## config.mk

```make
export PLATFORM = sky130hd
export DESIGN_NAME = pose_yaw_goal_to_body_frame_core_flat
export DESIGN_NICKNAME = d
export VERILOG_FILES = /design/src/rtl/pygb_pkg.sv /design/src/rtl/pygb_if.sv /design/src/rtl/pygb_ctrl.sv /design/src/rtl/pygb_dpath.sv /design/src/rtl/pose_yaw_goal_to_body_frame_core.sv /design/src/flat_wrapper.sv
export SDC_FILE = /design/constraint.sdc
export NUM_CORES = 2
export LEC_CHECK = 0
export ABC_AREA = 1
export BUFFER_PORTS_ARGS = -buffer_cell sky130_fd_sc_hd__clkbuf_2
export CORE_ASPECT_RATIO = 1.4
export CORE_UTILIZATION = 60
export CTS_BUF_LIST = sky130_fd_sc_hd__clkbuf_2 sky130_fd_sc_hd__clkbuf_4 sky130_fd_sc_hd__clkbuf_8
export CTS_CLUSTER_DIAMETER = 150
export DETAILED_ROUTE_END_ITERATION = 8
export GPL_TIMING_DRIVEN = 0
export HOLD_SLACK_MARGIN = 0.08
export PLACE_DENSITY = 0.8
export REMOVE_ABC_BUFFERS = 1
export SKIP_CTS_REPAIR_TIMING = 1
export SYNTH_ARGS = -nofsm -noshare
export SYNTH_HDL_FRONTEND = slang
export SYNTH_SLANG_ARGS = --single-unit
```

## constraint.sdc

```tcl
create_clock -name clk -period 10.7 [get_ports clk]
set_input_delay 0.535 -clock clk [delete_from_list [all_inputs] [get_ports clk]]
set_output_delay 0.535 -clock clk [all_outputs]
set_load 0.01 [all_outputs]
```

## src/rtl/pygb_pkg.sv

```systemverilog
package pygb_pkg;

    localparam int ATAN_STEPS = 24;
    localparam int ITER_W     = 5;
    localparam int XW         = 37;
    localparam int CW         = 30;
    localparam int BW         = 17;
    localparam int ACC_W      = 64;

    localparam logic [31:0] GAIN_Q30   = 32'd652032874;
    localparam logic [31:0] ANG_QUART  = 32'h4000_0000;
    localparam logic [31:0] ANG_3QUART = 32'hC000_0000;
    localparam logic [31:0] ANG_HALF   = 32'h8000_0000;
    localparam logic [31:0] ANG_RND    = 32'h0000_8000;

    localparam logic CMD_ODOM   = 1'b0;
    localparam logic CMD_TARGET = 1'b1;

    typedef enum logic [3:0] {
        DP_NOP,
        DP_LOAD,
        DP_MAC,
        DP_SAVE_VY,
        DP_SAVE_VX,
        DP_YAW_PRE,
        DP_CORDIC_V,
        DP_YAW_DONE,
        DP_ROT_PRE,
        DP_CORDIC_R,
        DP_ROT_DONE,
        DP_SAVE_GX,
        DP_SAVE_GY,
        DP_EMIT
    } dp_op_t;

    typedef enum logic [2:0] {
        A_W,
        A_X,
        A_Y,
        A_Z,
        A_C,
        A_S
    } a_sel_t;

    typedef enum logic [2:0] {
        B_QY,
        B_QZ,
        B_DXL,
        B_DXH,
        B_DYL,
        B_DYH
    } b_sel_t;

    typedef enum logic [4:0] {
        S_IDLE,
        S_QWZ,
        S_QXY,
        S_SVY,
        S_QYY,
        S_QZZ,
        S_SVX,
        S_YPRE,
        S_YCOR,
        S_YDONE,
        S_RPRE,
        S_RCOR,
        S_RDONE,
        S_GX0,
        S_GX1,
        S_GX2,
        S_GX3,
        S_GXS,
        S_GY0,
        S_GY1,
        S_GY2,
        S_GY3,
        S_GYS,
        S_EMIT
    } state_t;

    typedef struct packed {
        dp_op_t              op;
        a_sel_t              a_sel;
        b_sel_t              b_sel;
        logic                hi;
        logic                neg;
        logic                clear;
        logic [ITER_W-1:0]   iter;
    } pygb_cmd_t;

    typedef struct packed {
        logic item_cmd;
        logic out_busy;
    } pygb_sts_t;

    function automatic logic [31:0] atan_at(input logic [ITER_W-1:0] idx);
        logic [31:0] r;
        case (idx)
            5'd0:    r = 32'h20000000;
            5'd1:    r = 32'h12E4051E;
            5'd2:    r = 32'h09FB385B;
            5'd3:    r = 32'h051111D4;
            5'd4:    r = 32'h028B0D43;
            5'd5:    r = 32'h0145D7E1;
            5'd6:    r = 32'h00A2F61E;
            5'd7:    r = 32'h00517C55;
            5'd8:    r = 32'h0028BE53;
            5'd9:    r = 32'h00145F2F;
            5'd10:   r = 32'h000A2F98;
            5'd11:   r = 32'h000517CC;
            5'd12:   r = 32'h00028BE6;
            5'd13:   r = 32'h000145F3;
            5'd14:   r = 32'h0000A2FA;
            5'd15:   r = 32'h0000517D;
            5'd16:   r = 32'h000028BE;
            5'd17:   r = 32'h0000145F;
            5'd18:   r = 32'h00000A30;
            5'd19:   r = 32'h00000518;
            5'd20:   r = 32'h0000028C;
            5'd21:   r = 32'h00000146;
            5'd22:   r = 32'h000000A3;
            5'd23:   r = 32'h00000051;
            default: r = 32'h00000000;
        endcase
        return r;
    endfunction

endpackage

```

## src/rtl/pygb_if.sv

```systemverilog
interface pygb_in_if;
    logic               valid;
    logic               ready;
    logic               cmd;
    logic signed [15:0] quat_w;
    logic signed [15:0] quat_x;
    logic signed [15:0] quat_y;
    logic signed [15:0] quat_z;
    logic signed [31:0] point_x;
    logic signed [31:0] point_y;

    modport source (output valid, cmd, quat_w, quat_x, quat_y, quat_z, point_x, point_y,
                    input ready);
    modport sink (input valid, cmd, quat_w, quat_x, quat_y, quat_z, point_x, point_y,
                  output ready);
endinterface

interface pygb_out_if;
    logic               valid;
    logic               ready;
    logic signed [31:0] goal_x;
    logic signed [31:0] goal_y;
    logic signed [15:0] heading;

    modport source (output valid, goal_x, goal_y, heading, input ready);
    modport sink (input valid, goal_x, goal_y, heading, output ready);
endinterface

```

## src/rtl/pygb_ctrl.sv

```systemverilog
module pygb_ctrl
    import pygb_pkg::*;
#(
    parameter int STEPS = 16
)
(
    input  logic      clk,
    input  logic      rst_n,
    input  logic      item_valid,
    output logic      item_ready,
    input  pygb_sts_t sts,
    output pygb_cmd_t cmd
);

    localparam logic [ITER_W-1:0] LAST = ITER_W'(STEPS - 1);

    state_t            state_reg, state_next;
    logic [ITER_W-1:0] iter_reg, iter_next;
    logic              last;

    assign last = (iter_reg == LAST);

    always_ff @(posedge clk or negedge rst_n)
    begin
        if (!rst_n)
        begin
            state_reg <= S_IDLE;
            iter_reg  <= '0;
        end
        else
        begin
            state_reg <= state_next;
            iter_reg  <= iter_next;
        end
    end

    always_comb
    begin
        state_next = state_reg;
        iter_next  = '0;
        case (state_reg)
            S_IDLE:
            begin
                if (item_valid)
                    state_next = (sts.item_cmd == CMD_ODOM) ? S_QWZ : S_RPRE;
            end
            S_QWZ:   state_next = S_QXY;
            S_QXY:   state_next = S_SVY;
            S_SVY:   state_next = S_QYY;
            S_QYY:   state_next = S_QZZ;
            S_QZZ:   state_next = S_SVX;
            S_SVX:   state_next = S_YPRE;
            S_YPRE:  state_next = S_YCOR;
            S_YCOR:
            begin
                if (last)
                    state_next = S_YDONE;
                else
                    iter_next = iter_reg + 1'b1;
            end
            S_YDONE: state_next = S_IDLE;
            S_RPRE:  state_next = S_RCOR;
            S_RCOR:
            begin
                if (last)
                    state_next = S_RDONE;
                else
                    iter_next = iter_reg + 1'b1;
            end
            S_RDONE: state_next = S_GX0;
            S_GX0:   state_next = S_GX1;
            S_GX1:   state_next = S_GX2;
            S_GX2:   state_next = S_GX3;
            S_GX3:   state_next = S_GXS;
            S_GXS:   state_next = S_GY0;
            S_GY0:   state_next = S_GY1;
            S_GY1:   state_next = S_GY2;
            S_GY2:   state_next = S_GY3;
            S_GY3:   state_next = S_GYS;
            S_GYS:   state_next = S_EMIT;
            S_EMIT:
            begin
                if (!sts.out_busy)
                    state_next = S_IDLE;
            end
            default: state_next = S_IDLE;
        endcase
    end

    always_comb
    begin
        item_ready = (state_reg == S_IDLE);
        cmd        = '{op: DP_NOP, a_sel: A_W, b_sel: B_QY, hi: 1'b0, neg: 1'b0,
                       clear: 1'b0, iter: iter_reg};
        case (state_reg)
            S_IDLE:  if (item_valid) cmd.op = DP_LOAD;
            S_QWZ:
            begin
                cmd.op = DP_MAC; cmd.a_sel = A_W; cmd.b_sel = B_QZ; cmd.clear = 1'b1;
            end
            S_QXY:
            begin
                cmd.op = DP_MAC; cmd.a_sel = A_X; cmd.b_sel = B_QY;
            end
            S_SVY:   cmd.op = DP_SAVE_VY;
            S_QYY:
            begin
                cmd.op = DP_MAC; cmd.a_sel = A_Y; cmd.b_sel = B_QY; cmd.clear = 1'b1;
            end
            S_QZZ:
            begin
                cmd.op = DP_MAC; cmd.a_sel = A_Z; cmd.b_sel = B_QZ;
            end
            S_SVX:   cmd.op = DP_SAVE_VX;
            S_YPRE:  cmd.op = DP_YAW_PRE;
            S_YCOR:  cmd.op = DP_CORDIC_V;
            S_YDONE: cmd.op = DP_YAW_DONE;
            S_RPRE:  cmd.op = DP_ROT_PRE;
            S_RCOR:  cmd.op = DP_CORDIC_R;
            S_RDONE: cmd.op = DP_ROT_DONE;
            S_GX0:
            begin
                cmd.op = DP_MAC; cmd.a_sel = A_C; cmd.b_sel = B_DXL; cmd.clear = 1'b1;
            end
            S_GX1:
            begin
                cmd.op = DP_MAC; cmd.a_sel = A_C; cmd.b_sel = B_DXH; cmd.hi = 1'b1;
            end
            S_GX2:
            begin
                cmd.op = DP_MAC; cmd.a_sel = A_S; cmd.b_sel = B_DYL;
            end
            S_GX3:
            begin
                cmd.op = DP_MAC; cmd.a_sel = A_S; cmd.b_sel = B_DYH; cmd.hi = 1'b1;
            end
            S_GXS:   cmd.op = DP_SAVE_GX;
            S_GY0:
            begin
                cmd.op = DP_MAC; cmd.a_sel = A_C; cmd.b_sel = B_DYL; cmd.clear = 1'b1;
            end
            S_GY1:
            begin
                cmd.op = DP_MAC; cmd.a_sel = A_C; cmd.b_sel = B_DYH; cmd.hi = 1'b1;
            end
            S_GY2:
            begin
                cmd.op = DP_MAC; cmd.a_sel = A_S; cmd.b_sel = B_DXL; cmd.neg = 1'b1;
            end
            S_GY3:
            begin
                cmd.op = DP_MAC; cmd.a_sel = A_S; cmd.b_sel = B_DXH; cmd.hi = 1'b1;
                cmd.neg = 1'b1;
            end
            S_GYS:   cmd.op = DP_SAVE_GY;
            S_EMIT:  if (!sts.out_busy) cmd.op = DP_EMIT;
            default: cmd.op = DP_NOP;
        endcase
    end

endmodule

```

## src/rtl/pygb_dpath.sv

```systemverilog
module pygb_dpath
    import pygb_pkg::*;
(
    input  logic               clk,
    input  logic               rst_n,
    input  pygb_cmd_t          cmd,
    output pygb_sts_t          sts,
    input  logic               in_cmd,
    input  logic signed [15:0] in_quat_w,
    input  logic signed [15:0] in_quat_x,
    input  logic signed [15:0] in_quat_y,
    input  logic signed [15:0] in_quat_z,
    input  logic signed [31:0] in_point_x,
    input  logic signed [31:0] in_point_y,
    output logic               out_valid,
    input  logic               out_ready,
    output logic signed [31:0] out_goal_x,
    output logic signed [31:0] out_goal_y,
    output logic signed [15:0] out_heading
);

    logic signed [15:0]    qw_reg, qx_reg, qy_reg, qz_reg;
    logic signed [31:0]    px_reg, py_reg;
    logic signed [31:0]    rx_reg, ry_reg;
    logic signed [15:0]    yaw_reg;
    logic signed [XW-1:0]  x_reg, y_reg;
    logic [31:0]           ang_reg;
    logic                  zero_reg, flip_reg;
    logic signed [32:0]    dx_reg, dy_reg;
    logic signed [CW-1:0]  c_reg, s_reg;
    logic signed [ACC_W-1:0] acc_reg;
    logic signed [31:0]    gx_reg, gy_reg;
    logic                  out_valid_reg;
    logic signed [31:0]    ogx_reg, ogy_reg;
    logic signed [15:0]    ohd_reg;

    logic signed [CW-1:0]    a_val;
    logic signed [BW-1:0]    b_val;
    logic signed [CW+BW-1:0] prod;
    logic signed [ACC_W-1:0] term, acc_sum;
    logic signed [XW-1:0]    xs, ys, tx;
    logic [31:0]             tab;
    logic [31:0]             zrot, zq;
    logic signed [XW-1:0]    rnd_c, rnd_s;
    logic signed [ACC_W-1:0] rnd_acc;
    logic signed [35:0]      shifted;
    logic signed [31:0]      sat_val;

    assign sts.item_cmd = in_cmd;
    assign sts.out_busy = out_valid_reg && !out_ready;

    always_comb
    begin
        case (cmd.a_sel)
            A_W:     a_val = CW'(qw_reg);
            A_X:     a_val = CW'(qx_reg);
            A_Y:     a_val = CW'(qy_reg);
            A_Z:     a_val = CW'(qz_reg);
            A_C:     a_val = c_reg;
            A_S:     a_val = s_reg;
            default: a_val = '0;
        endcase
        case (cmd.b_sel)
            B_QY:    b_val = BW'(qy_reg);
            B_QZ:    b_val = BW'(qz_reg);
            B_DXL:   b_val = {1'b0, dx_reg[15:0]};
            B_DXH:   b_val = dx_reg[32:16];
            B_DYL:   b_val = {1'b0, dy_reg[15:0]};
            B_DYH:   b_val = dy_reg[32:16];
            default: b_val = '0;
        endcase
        prod    = a_val * b_val;
        term    = ACC_W'(prod);
        if (cmd.hi)
            term = term <<< 16;
        if (cmd.neg)
            term = -term;
        acc_sum = cmd.clear ? term : acc_reg + term;
    end

    always_comb
    begin
        tab     = atan_at(cmd.iter);
        xs      = x_reg >>> cmd.iter;
        ys      = y_reg >>> cmd.iter;
        zrot    = {yaw_reg, 16'h0000};
        zq      = zrot + ANG_QUART;
        tx      = flip_reg ? -x_reg : x_reg;
        rnd_c   = tx + XW'(2);
        tx      = flip_reg ? -y_reg : y_reg;
        rnd_s   = tx + XW'(2);
        rnd_acc = acc_reg + (ACC_W'(1) <<< 27);
        shifted = rnd_acc[63:28];
        if (shifted > 36'sd2147483647)
            sat_val = 32'sh7FFFFFFF;
        else if (shifted < -36'sd2147483648)
            sat_val = 32'sh80000000;
        else
            sat_val = shifted[31:0];
    end

    always_ff @(posedge clk)
    begin
        case (cmd.op)
            DP_LOAD:
            begin
                qw_reg <= in_quat_w;
                qx_reg <= in_quat_x;
                qy_reg <= in_quat_y;
                qz_reg <= in_quat_z;
                px_reg <= in_point_x;
                py_reg <= in_point_y;
            end
            DP_MAC:     acc_reg <= acc_sum;
            DP_SAVE_VY: y_reg <= XW'(acc_reg) <<< 1;
            DP_SAVE_VX: x_reg <= (XW'(1) <<< 30) - (XW'(acc_reg) <<< 1);
            DP_YAW_PRE:
            begin
                zero_reg <= (x_reg == '0) && (y_reg == '0);
                if (x_reg < 0)
                begin
                    if (y_reg >= 0)
                    begin
                        x_reg   <= y_reg;
                        y_reg   <= -x_reg;
                        ang_reg <= ANG_QUART;
                    end
                    else
                    begin
                        x_reg   <= -y_reg;
                        y_reg   <= x_reg;
                        ang_reg <= ANG_3QUART;
                    end
                end
                else
                    ang_reg <= '0;
            end
            DP_CORDIC_V:
            begin
                if (y_reg >= 0)
                begin
                    x_reg   <= x_reg + ys;
                    y_reg   <= y_reg - xs;
                    ang_reg <= ang_reg + tab;
                end
                else
                begin
                    x_reg   <= x_reg - ys;
                    y_reg   <= y_reg + xs;
                    ang_reg <= ang_reg - tab;
                end
            end
            DP_ROT_PRE:
            begin
                flip_reg <= zq[31];
                ang_reg  <= zq[31] ? zrot - ANG_HALF : zrot;
                x_reg    <= XW'(GAIN_Q30);
                y_reg    <= '0;
                dx_reg   <= {px_reg[31], px_reg} - {rx_reg[31], rx_reg};
                dy_reg   <= {py_reg[31], py_reg} - {ry_reg[31], ry_reg};
            end
            DP_CORDIC_R:
            begin
                if (!ang_reg[31])
                begin
                    x_reg   <= x_reg - ys;
                    y_reg   <= y_reg + xs;
                    ang_reg <= ang_reg - tab;
                end
                else
                begin
                    x_reg   <= x_reg + ys;
                    y_reg   <= y_reg - xs;
                    ang_reg <= ang_reg + tab;
                end
            end
            DP_ROT_DONE:
            begin
                c_reg <= rnd_c[CW+1:2];
                s_reg <= rnd_s[CW+1:2];
            end
            DP_SAVE_GX: gx_reg <= sat_val;
            DP_SAVE_GY: gy_reg <= sat_val;
            DP_EMIT:
            begin
                ogx_reg <= gx_reg;
                ogy_reg <= gy_reg;
                ohd_reg <= yaw_reg;
            end
            default: ;
        endcase
    end

    always_ff @(posedge clk or negedge rst_n)
    begin
        if (!rst_n)
        begin
            rx_reg        <= '0;
            ry_reg        <= '0;
            yaw_reg       <= '0;
            out_valid_reg <= 1'b0;
        end
        else
        begin
            if (cmd.op == DP_YAW_DONE)
            begin
                rx_reg  <= px_reg;
                ry_reg  <= py_reg;
                yaw_reg <= zero_reg ? 16'sd0 : 16'((ang_reg + ANG_RND) >> 16);
            end
            if (cmd.op == DP_EMIT)
                out_valid_reg <= 1'b1;
            else if (out_ready)
                out_valid_reg <= 1'b0;
        end
    end

    assign out_valid   = out_valid_reg;
    assign out_goal_x  = ogx_reg;
    assign out_goal_y  = ogy_reg;
    assign out_heading = ohd_reg;

endmodule

```

## src/rtl/pose_yaw_goal_to_body_frame_core.sv

```systemverilog
// Pose yaw / body-frame goal core.
// Channels: item (sink) takes cmd, quat_w..quat_z, point_x, point_y; result
// (source) gives goal_x, goal_y, heading. A transaction completes when valid
// and ready are both high at a rising clk edge.
// cmd 0 (odometry): stores the position and the yaw found by a vectoring
// CORDIC; no result. CORDIC_ITERATIONS is capped at 24, the atan table length.
// cmd 1 (target): rotation CORDIC for sin/cos, then eight 30x17 multiply-
// accumulate steps on one shared multiplier; the result is registered, and
// item is ready again in the same cycle that result valid rises.
// Each item is finished before the next is taken, paced by the CORDIC
// iteration loop and, for a target, the shared multiplier sequence.
// Reset (rst_n low, asynchronous) clears the stored pose to zero and drops
// result valid. While the receiver stalls, the result holds in its output
// register and the next item is still taken and worked on; a second result
// waits until the first transaction completes.
module pose_yaw_goal_to_body_frame_core
    import pygb_pkg::*;
#(
    parameter int CORDIC_ITERATIONS = 16
)
(
    input  logic      clk,
    input  logic      rst_n,
    pygb_in_if.sink   item,
    pygb_out_if.source result
);

    localparam int STEPS = (CORDIC_ITERATIONS > ATAN_STEPS) ? ATAN_STEPS : CORDIC_ITERATIONS;

    pygb_cmd_t cmd;
    pygb_sts_t sts;

    pygb_ctrl #(.STEPS(STEPS)) u_ctrl (
        .clk        (clk),
        .rst_n      (rst_n),
        .item_valid (item.valid),
        .item_ready (item.ready),
        .sts        (sts),
        .cmd        (cmd)
    );

    pygb_dpath u_dpath (
        .clk         (clk),
        .rst_n       (rst_n),
        .cmd         (cmd),
        .sts         (sts),
        .in_cmd      (item.cmd),
        .in_quat_w   (item.quat_w),
        .in_quat_x   (item.quat_x),
        .in_quat_y   (item.quat_y),
        .in_quat_z   (item.quat_z),
        .in_point_x  (item.point_x),
        .in_point_y  (item.point_y),
        .out_valid   (result.valid),
        .out_ready   (result.ready),
        .out_goal_x  (result.goal_x),
        .out_goal_y  (result.goal_y),
        .out_heading (result.heading)
    );

endmodule

```

## src/flat_wrapper.sv

```systemverilog
// flat-port wrapper written by rule: the top's interface ports become plain ports
module pose_yaw_goal_to_body_frame_core_flat import pygb_pkg::*;
#(
    parameter int CORDIC_ITERATIONS = 16
)
  (clk, rst_n, item_valid, item_cmd, item_quat_w, item_quat_x, item_quat_y, item_quat_z, item_point_x, item_point_y, item_ready, result_valid, result_goal_x, result_goal_y, result_heading, result_ready);
  pygb_in_if item_i ();
  pygb_out_if result_i ();
  input  logic clk;
  input  logic rst_n;
  input wire logic [$bits(item_i.valid)-1:0] item_valid;
  input wire logic [$bits(item_i.cmd)-1:0] item_cmd;
  input wire logic [$bits(item_i.quat_w)-1:0] item_quat_w;
  input wire logic [$bits(item_i.quat_x)-1:0] item_quat_x;
  input wire logic [$bits(item_i.quat_y)-1:0] item_quat_y;
  input wire logic [$bits(item_i.quat_z)-1:0] item_quat_z;
  input wire logic [$bits(item_i.point_x)-1:0] item_point_x;
  input wire logic [$bits(item_i.point_y)-1:0] item_point_y;
  output wire logic [$bits(item_i.ready)-1:0] item_ready;
  output wire logic [$bits(result_i.valid)-1:0] result_valid;
  output wire logic [$bits(result_i.goal_x)-1:0] result_goal_x;
  output wire logic [$bits(result_i.goal_y)-1:0] result_goal_y;
  output wire logic [$bits(result_i.heading)-1:0] result_heading;
  input wire logic [$bits(result_i.ready)-1:0] result_ready;
  assign item_i.valid = item_valid;
  assign item_i.cmd = item_cmd;
  assign item_i.quat_w = item_quat_w;
  assign item_i.quat_x = item_quat_x;
  assign item_i.quat_y = item_quat_y;
  assign item_i.quat_z = item_quat_z;
  assign item_i.point_x = item_point_x;
  assign item_i.point_y = item_point_y;
  assign item_ready = item_i.ready;
  assign result_valid = result_i.valid;
  assign result_goal_x = result_i.goal_x;
  assign result_goal_y = result_i.goal_y;
  assign result_heading = result_i.heading;
  assign result_i.ready = result_ready;
  pose_yaw_goal_to_body_frame_core #(.CORDIC_ITERATIONS(CORDIC_ITERATIONS)) u_core (.clk(clk), .rst_n(rst_n), .item(item_i), .result(result_i));
endmodule
```

==> reports/metrics.cfg, run 1 <==
[outcome]
haltStage = 5_1_grt
tool.error = [ERROR GRT-0232] Routing congestion too high. Check the congestion heatmap in the GUI.
status = did not finish

[placed_design]
pre_cts_slack_ps = -4356
placed_area_um2 = 80590
hpwl_um = 255200
port_buffers = 214
gp_congestion = 1.104

[grt]
grt.overflow.total = 49
grt_usage_pct = 68.58
grt_max_degree = 108

[synth]
yosysUniqueCellTypes = 71
yosysWarnings = 0
postSynth.asyncResetShare_pct = 13.77
synthTopCellsByCount = nand2_1 (2362), inv_1 (1892), nor2_1 (1204), o21ai_0 (759), a21oi_1 (606)
yosys.area.top_type = edfxtp_1
synth_edf_count = 570
syn_avg_cell_area_um2 = 7.191
ys_seq_area_share_pct = 25.06
ys.flop_type = edfxtp_1
syn-instance-count = 10760
yosysTopAreaCellShare_pct = 22.12
synth_area_um2 = 77390
synthTopCellsByArea = edfxtp_1 (22%), fa_1 (13%), nand2_1 (11%)
yosysMostFrequentCell = nand2_1
synth_seq_cells = 661

[cts]
root_buffer = clkbuf_8
h-tree-depth = 3
clock_sinks = 661
numCtsBuffers = 107
cts_buffer_depth = 3

[timing]
grt_repair_worst_endpoint = u_core.u_dpath.acc_reg[56]$_DFFE_PN_/D
worst_endpoint_kind = sequential cell input

[floorplanning]
dieHeight_um = 427.0
initial_core_util_pct = 60.56
rows = 155
die_w_um = 305.5
ioPinCount = 215

[through the flow]
step	hold slack, ps	setup TNS [ps]	instances
3_3_place_gp	400.8	-294380	12280
4_1_cts	-219.7	-171770	12540
2_1_floorplan	239.4	-12110	10410
3_5_place_dp	404.5	-164520	12340
[per-layer routing]
metal / track usage, % / GRT overflow
met5: 28.39 / 1
met4: 71.78 / 12
met1: 66.35 / 3
met2: 90.10 / 30
met3: 47.38 / 3
[logic make-up after synthesis]
kind of cell	Yosys count	share of synthesized area (%)
AOI/OAI and AO/OA	1858	13.74
xor gates and xnor gates	334	3.780
adders and majority gates	964	20.43
buffers and inverters	2279	11.16
DFF	661	25.06
muxes	71	0.9183
and+or+nand+nor	4595	24.91
==> run 2: changes to the inputs <==
--- a/config.mk
+++ b/config.mk
@@ -7,14 +7,10 @@
 export LEC_CHECK = 0
 export ABC_AREA = 1
 export BUFFER_PORTS_ARGS = -buffer_cell sky130_fd_sc_hd__clkbuf_2
-export CORE_ASPECT_RATIO = 1.4
-export CORE_UTILIZATION = 60
-export CTS_BUF_LIST = sky130_fd_sc_hd__clkbuf_2 sky130_fd_sc_hd__clkbuf_4 sky130_fd_sc_hd__clkbuf_8
-export CTS_CLUSTER_DIAMETER = 150
+export CORE_UTILIZATION = 40
 export DETAILED_ROUTE_END_ITERATION = 8
 export GPL_TIMING_DRIVEN = 0
-export HOLD_SLACK_MARGIN = 0.08
-export PLACE_DENSITY = 0.8
+export PLACE_DENSITY_LB_ADDON = 0.15
 export REMOVE_ABC_BUFFERS = 1
 export SKIP_CTS_REPAIR_TIMING = 1
 export SYNTH_ARGS = -nofsm -noshare
==> constraint.sdc (replaced) <==
create_clock -name clk -period 13.9 [get_ports clk]
set_input_delay 0.695 -clock clk [delete_from_list [all_inputs] [get_ports clk]]
set_output_delay 0.695 -clock clk [all_outputs]
set_load 0.01 [all_outputs]
==> run 2 against run 1 <==
Against the previous run: the flow now finishes without violations; synthesized cell count is the same; synthesized area is the same.
==> reports/metrics.cfg, run 2 <==
[outcome]
status = complete, no violations  ; was did not finish

[floorplanning]
initial_core_util_pct = 40.23  ; was 60.56%
rows = 161  ; was 155
dieHeight_um = 441.9  ; was 427.0 um
die_area_um2 = 195200
ioPinCount = 215  ; unchanged
die_w_um = 441.9  ; was 305.5 um
core_area_um2 = 192400

[timing]
period_needed_ps = 13040
slew_violations = 0
finalHoldViolations = 0
clock.fmax_mhz = 76.66
fin_tns_setup_ps = 0
setup-violations-final = 0
timing.slew.headroom_pct = 1.952
worst_slack_ps = 855.9
fin_skew_ps = 57.76
rsz0062_at_grt = no
final.period_utilization_pct = 93.84
tightest_slew_ps = 1471

[synth]
ys_seq_area_share_pct = 25.06  ; unchanged
yosysWarnings = 0  ; unchanged
synthTopCellsByCount = nand2_1 (2362), inv_1 (1892), nor2_1 (1204), o21ai_0 (759), a21oi_1 (606)  ; unchanged
synth_seq_cells = 661  ; unchanged
synthTopCellsByArea = edfxtp_1 (22%), fa_1 (13%), nand2_1 (11%)  ; unchanged
yosysMostFrequentCell = nand2_1  ; unchanged
postSynth.asyncResetShare_pct = 13.77  ; unchanged
synth_edf_count = 570  ; unchanged
ys.flop_type = edfxtp_1  ; unchanged
syn_avg_cell_area_um2 = 7.191  ; unchanged
yosysUniqueCellTypes = 71  ; unchanged
yosysTopAreaCellShare_pct = 22.12  ; unchanged
syn-instance-count = 10760  ; unchanged
synth_area_um2 = 77390  ; unchanged
yosys.area.top_type = edfxtp_1  ; unchanged

[layout]
drive_gt1_share_pct = 6.344
fin_nets = 11910
layout_common_cells = nand2_1 (2358), inv_1 (1884), nor2_1 (1172)
layout_commonest_cell = nand2_1
largest_register_ffs = 64
final_area_um2 = 85090
stdcell_count = 13400
syn_to_final_growth_pct = 9.941

[critical_path]
worst_path_max_delay_cell = dfrtp_4
path_max_fanout = 54
ff2ff_path_depth = 48
required_ps = 14370
cp-start-kind = flip-flop
cp_common_cell = nand2_1
cp_data_arrival_time_ps = 13520
reg2reg_to = u_core.u_dpath.acc_reg[54]$_DFFE_PN_
max_stage_delay_ps = 630
worstReg2RegStart = u_core.u_ctrl.state_reg[4]$_DFFE_PN0P_
end_kind = flip-flop
critical_path_class = reg2reg
rrSetupSlack_ps = 860

[grt]
grt_pass1_wl_um = 449700
grt_pass1_vias = 71650
grt.overflow.total = 0
grt_max_degree = 104
grt_usage_pct = 30.44
antenna_found_initial = 6

[placed_design]
placed_area_um2 = 81690  ; was 80590 um2
pre_cts_slack_ps = -971.2  ; was -4356 ps
placedCellCount = 13220  ; was 12340
port_buffers = 214  ; unchanged
gp_congestion = 1.002  ; was 1.104
hpwl_um = 248500  ; was 255200 um

[drt]
via_per_inst = 5.516
first_pass_iters = 6
wl_um = 303800
drc = 0
wl_per_cell_um = 22.67
ant_nets = 0
drtIter0Drc = 7068
vias = 73930

[job]
drv_cap = 0

[cts]
root_buffer = clkbuf_16  ; was clkbuf_8
clock_sinks = 661  ; unchanged
h-tree-depth = 3  ; unchanged
clk_pin_slew_ps = 70
clock_latency_ps = 740
cts_buffer_depth = 3  ; unchanged
cts_tree = done
numCtsBuffers = 84  ; was 107

[min_path]
min_path_type = in2async

## run 2: cell counts after synthesis
No cell type changed its count.
## run 2: worst max-delay path by stage
stage	start	to	cells past startpoint
finish	u_core.u_ctrl.state_reg[4]$_DFFE_PN0P_	u_core.u_dpath.acc_reg[54]$_DFFE_PN_	48
global route	u_core.u_ctrl.state_reg[2]$_DFFE_PN0P_	u_core.u_dpath.acc_reg[61]$_DFFE_PN_	55
CTS	u_core.u_ctrl.state_reg[2]$_DFFE_PN0P_	u_core.u_dpath.acc_reg[54]$_DFFE_PN_	53
detailed placement	u_core.u_ctrl.state_reg[2]$_DFFE_PN0P_	u_core.u_dpath.acc_reg[54]$_DFFE_PN_	53
global placement	u_core.u_ctrl.state_reg[2]$_DFFE_PN0P_	u_core.u_dpath.acc_reg[63]$_DFFE_PN_	50
floorplan	u_core.u_ctrl.state_reg[1]$_DFFE_PN0P_	u_core.u_dpath.acc_reg[63]$_DFFE_PN_	48
## run 2: metrics by stage
step / hold slack [ps] / util [%]
2_1_floorplan: 399.4 / -
3_3_place_gp: 400.3 / 41.71
3_5_place_dp: 404.5 / 42.46
4_1_cts: 46.86 / 43.93
5_1_grt: 93.12 / 44.23
6_report: 37.46 / 44.23
## run 2: cells by family after synthesis
| family | Yosys count | synth area share, % |
|---|---|---|
| adders and majority gates | 964 | 20.43 |
| and+or+nand+nor | 4595 | 24.91 |
| muxes | 71 | 0.9183 |
| buffers and inverters | 2279 | 11.16 |
| DFF | 661 | 25.06 |
| xor gates and xnor gates | 334 | 3.780 |
| AOI/OAI and AO/OA | 1858 | 13.74 |
## run 2: worst max-delay path, delay by kind of cell (launching register included)
kind,cells,cell delay [ps]
fa+ha+maj,8,4080
flops,1,630
compound gates,3,1110
simple gates,30,5910
buf+inv,7,960
## run 2: cell type report
cell class / count / area, um2
Antenna cell: 1 / 2.502
Clock buffer: 100 / 2222
Clock inverter: 51 / 593.1
Fill cell: 19770 / 107300
Inverter: 1931 / 7286
Multi-Input combinational cell: 7824 / 49810
Sequential cell: 661 / 19410
Tap cell: 2526 / 3161
Timing Repair Buffer: 303 / 2571
Timing Repair inverter: 6 / 37.54
## run 2: layer usage
metal	wire length, um	vias up	track usage [%]
met3	24060	455	4.087
met5	0	-	0
met4	12600	0	11.44
met1	130900	35730	41.75
met2	136300	2828	48.71
li1	-	34910	-
Power of run 2 is left out: the tool's default activity adds up to more than one toggle a clock period on the data nets, which glitch-free logic cannot reach.
